[src/rtl/core/pcmx_pkg.sv]
`default_nettype none
package pcmx_pkg;

    localparam int STEP_W   = 18;
    localparam int POS_W    = 20;
    localparam int FRAC_W   = 16;
    localparam int GAIN_W   = 7;
    localparam int AGE_W    = 32;

    localparam logic [1:0] KIND_LOAD = 2'd0;
    localparam logic [1:0] KIND_PLAY = 2'd1;
    localparam logic [1:0] KIND_TICK = 2'd2;

    // ceil-biased reciprocal of 127 over 2^21, exact for magnitudes up to 16256
    localparam logic [14:0] DIV127_RECIP = 15'd16514;
    localparam int          DIV127_SHIFT = 21;

    typedef logic [STEP_W-1:0] step_rom_t [256];

    // 2.16 step of 2^((pitch-128)/64), rounded down
    function automatic step_rom_t build_step_rom();
        step_rom_t rom;
        real       r;
        for (int p = 0; p < 256; p++) begin
            r = 65536.0 * (2.0 ** ((p - 128) / 64.0));
            rom[p] = STEP_W'($rtoi(r));
        end
        return rom;
    endfunction

    localparam step_rom_t STEP_ROM = build_step_rom();

endpackage
`default_nettype wire

[src/rtl/core/pcmx_addr_mod.sv]
`default_nettype none
module pcmx_addr_mod #(
    parameter int DEPTH = 262144
) (
    input  wire logic                     aclk,
    input  wire logic                     aresetn,
    input  wire logic                     start,
    input  wire logic [19:0]              value,
    output logic                          done,
    output logic [$clog2(DEPTH)-1:0]      addr
);
    import pcmx_pkg::*;

    localparam int unsigned RECIP = 32'd1073741824 / DEPTH;  // 2^30 / DEPTH
    localparam int          AW    = $clog2(DEPTH);

    typedef enum logic [3:0] {
        M_IDLE = 4'b0001,
        M_EST  = 4'b0010,
        M_MUL  = 4'b0100,
        M_FIX  = 4'b1000
    } mod_state_t;

    mod_state_t  state_reg, state_next;
    logic [19:0] val_reg;
    logic [9:0]  q_reg;
    logic [19:0] rem_reg;
    logic [30:0] est_prod;
    logic [28:0] qd_prod;

    // quotient estimate from the top ten bits falls short by at most two
    assign est_prod = {1'b0, val_reg[19:10]} * 21'(RECIP);
    assign qd_prod  = q_reg * 19'(DEPTH);
    assign done     = (state_reg == M_FIX) && (rem_reg < 20'(DEPTH));
    assign addr     = rem_reg[AW-1:0];

    always_comb begin
        state_next = state_reg;
        case (state_reg)
            M_IDLE:  if (start) state_next = M_EST;
            M_EST:   state_next = M_MUL;
            M_MUL:   state_next = M_FIX;
            M_FIX:   if (rem_reg < 20'(DEPTH)) state_next = M_IDLE;
            default: state_next = M_IDLE;
        endcase
    end

    always_ff @(posedge aclk) begin
        if (!aresetn) begin
            state_reg <= M_IDLE;
        end else begin
            state_reg <= state_next;
        end
    end

    always_ff @(posedge aclk) begin
        case (state_reg)
            M_IDLE: if (start) val_reg <= value;
            M_EST:  q_reg <= est_prod[29:20];
            M_MUL:  rem_reg <= val_reg - qd_prod[19:0];
            M_FIX:  if (rem_reg >= 20'(DEPTH)) rem_reg <= rem_reg - 20'(DEPTH);
            default: ;
        endcase
    end

endmodule
`default_nettype wire

[config.mk]
export PLATFORM = sky130hd
export DESIGN_NAME = pcmx_addr_mod
export DESIGN_NICKNAME = d
export VERILOG_FILES = /design/src/rtl/core/pcmx_pkg.sv /design/src/rtl/core/pcmx_addr_mod.sv
export SDC_FILE = /design/constraint.sdc
export NUM_CORES = 1
export LEC_CHECK = 0
export BUFFER_PORTS_ARGS = -buffer_cell sky130_fd_sc_hd__buf_4
export CORE_ASPECT_RATIO = 0.9
export CORE_MARGIN = 1.5
export CORE_UTILIZATION = 50
export DETAILED_ROUTE_END_ITERATION = 12
export GPL_ROUTABILITY_DRIVEN = 0
export PLACE_DENSITY = 0.83
export SLEW_MARGIN = 15
export SYNTH_ARGS = -nofsm -noshare
export SYNTH_HDL_FRONTEND = slang
export SYNTH_SLANG_ARGS = --single-unit
[constraint.sdc]
create_clock -name aclk -period 5 [get_ports aclk]
set_input_delay 0.25 -clock aclk [delete_from_list [all_inputs] [get_ports aclk]]
set_output_delay 0.25 -clock aclk [all_outputs]
set_load 0.1 [all_outputs]
==> flow_metrics.env <==
export IMPL_status="finished clean"
export IMPL_cp_depth=3
export IMPL_setup_viol=0
export IMPL_cts_made_buffers=5
export IMPL_path_clk_slew_ns=0.08
export IMPL_dp_hpwl_microns=1810
export IMPL_via_per_inst=4.74
export IMPL_cp_end_kind="primary output"
export IMPL_postSynthCellCount=118
export IMPL_ctsResizeCount=0
export IMPL_power_static_leakage_nw=0.865
export IMPL_initial_core_util_pct=51.9
export IMPL_wire_per_inst_microns=12.8
export IMPL_cp_slowest_cell="or4b_4"
export IMPL_die_h_microns=61.6
export IMPL_maxSlewHeadroom_pct=45.3
export IMPL_fin_crit_sh_pct=41.9
export IMPL_diodes=0
export IMPL_worst_pin_slew_ns=0.820
export IMPL_grt_max_degree=25
export IMPL_setup_tns_ns=0
export IMPL_syn_area_sq_um=1910
export IMPL_die_width_microns=68.1
export IMPL_crit_chain="or4b_4, nor2_1, buf_4"
export IMPL_pin_count=42
export IMPL_cts_root_buffer="clkbuf_8"
export IMPL_ant_nets=0
export IMPL_htree_num_levels=2
export IMPL_track_usage_pct=12.1
export IMPL_critical_path_class="register to primary output"
export IMPL_rows=21
export IMPL_slowest_delay_ns=0.66
export IMPL_max_freq_ghz=0.477
export IMPL_area_growth_pct=15.5
export IMPL_nets=169
export IMPL_dp_cells=183
export IMPL_ys_seq_area_share_pct=70.2
export IMPL_required_ns=4.75
export IMPL_whs_path_depth=1
export IMPL_yosysTopAreaCellShare_pct=66.1
export IMPL_first_pass_iters=4
export IMPL_drv_cap=0
export IMPL_drcViolationCount=0
export IMPL_grt_pass1_wl_microns=3420
export IMPL_drive_gt1_share_pct=48.3
export IMPL_portBuffers=41
export IMPL_grt_overflow=0
export IMPL_clk_latency_ns=0.29
export IMPL_synth_top_cell_by_area="edfxtp_1"
export IMPL_ys_types=24
export IMPL_dr_total_vias=906
export IMPL_hold_class="input pin to register"
export IMPL_cts_max_path_buffers=2
export IMPL_cts_sinks=46
export IMPL_rr_worst_depth=2
export IMPL_fill_cells=295
export IMPL_syn_mean_instance_area_sq_um=16.2
export IMPL_tritoncts="done"
export IMPL_crit_family="simple AND/OR/NAND/NOR gates"
export IMPL_rsz0062_at_grt="no"
export IMPL_totalWireLength_microns=2440
export IMPL_drt_iter0_markers=25
export IMPL_ff2ff_setup_slack_ns=3.01
export IMPL_antenna_found_initial=0
export IMPL_setup_worst_path_start_class="register"
export IMPL_fp_coreArea_sq_um=3680
export IMPL_cts_hold_buf=0
export IMPL_syn_nets=143
export IMPL_hold_viol_final=0
export IMPL_cellPowerDensity_nw_per_um2=372
export IMPL_timing_final_max_slew_violations=0
export IMPL_ir_drop_uv=244
export IMPL_worst_clock_skew_ns=0.00667
export IMPL_cp_arrival_ns=1.85
export IMPL_post_cts_buffers=0
export IMPL_final_common_cell="edfxtp_1"
export IMPL_path_buf_inv=1
export IMPL_stdcell_count=191
export IMPL_min_period_ns=2.10
export IMPL_final_cell_mix="edfxtp_1 (42), buf_4 (41), and2_4 (16)"
export IMPL_yosysWarnings=0
export IMPL_synth_seq_cells=46
export IMPL_synthTopCellsByArea="edfxtp_1 (66%), and2_4 (7.3%), buf_4 (7.1%), dfxtp_1 (4.2%), buf_6 (2.4%)"
export IMPL_grt_pass1_vias=828
export IMPL_cp_max_fo=24
export IMPL_die_area_sq_um=4200
routing by layer:
metal / GRT usage, % / up-vias / wire length, microns / part of all wire (%)
met5: 0 / - / 0 / 0
met4: 6.86 / 0 / 21 / 0.86
met3: 4.39 / 2 / 119 / 4.9
met2: 23.7 / 24 / 1450 / 59
met1: 10.5 / 431 / 849 / 35
li1: - / 449 / - / -
synthesized netlist by cell type (all sizes together):
| cell type | count |
|---|---|
| nor2 | 3 |
| a21oi | 1 |
| o31ai | 1 |
| nor3b | 1 |
| edfxtp | 42 |
| inv | 6 |
| or4b | 2 |
| a21bo | 1 |
| xnor2 | 2 |
| o21ai | 1 |
| buf | 22 |
| dfxtp | 4 |
| mux2i | 1 |
| nor3 | 2 |
| o21bai | 1 |
| xor2 | 1 |
| ha | 2 |
| and3 | 1 |
| and2 | 20 |
| nor4b | 4 |
cell families (layout without fill, tap and decap cells):
group	Yosys count	count (layout)	synth area share, %
AO/OA/AOI/OAI	5	5	2.23
adder cells (fa/ha/maj)	2	2	1.31
buffers and inverters	28	55	10.6
flip-flops	46	46	70.2
AND/OR/NAND/NOR	33	33	13.7
multiplexers	1	1	0.524
XOR/XNOR	3	3	1.38
power breakdown:
group / internal, mW / switching [mW]
sequential: 0.459 / 0.0140
combinational: 0.0505 / 0.0387
clock: 0.149 / 0.109
total: 0.659 / 0.162
final timing paths:
check	end	from
min reg2reg	q_reg[0]	val_reg[18]
min	val_reg[3]	value[3]
max reg2reg	rem_reg[0]	state_reg[3]
max	done	state_reg[3]
layout make-up:
class / instances / area (sq um) / area share (%)
sequential: 46 / 1340 / 60.8
inverter: 6 / 22.5 / 1.02
multi-input combinational: 44 / 365 / 16.6
tap: 46 / 57.6 / 2.61
timing repair buffer: 41 / 308 / 14.0
clock inverter: 2 / 37.5 / 1.70
clock buffer: 6 / 72.6 / 3.29
stage by stage:
stage / hold WS [ns] / util [%] / instance area [sq um] / power, mW / setup slack [ns]
floorplan: 0.349 / - / 1910 / 0.552 / 2.31
global placement: 0.428 / 56.9 / 2090 / 0.565 / 3.06
detailed placement: 0.429 / 56.9 / 2090 / 0.573 / 3.01
CTS: 0.128 / 59.9 / 2200 / 0.830 / 2.90
global route: 0.118 / 59.9 / 2200 / 0.855 / 2.84
finish: 0.136 / 59.9 / 2200 / 0.821 / 2.90
Note: power is estimated with default switching activity, not from simulation.
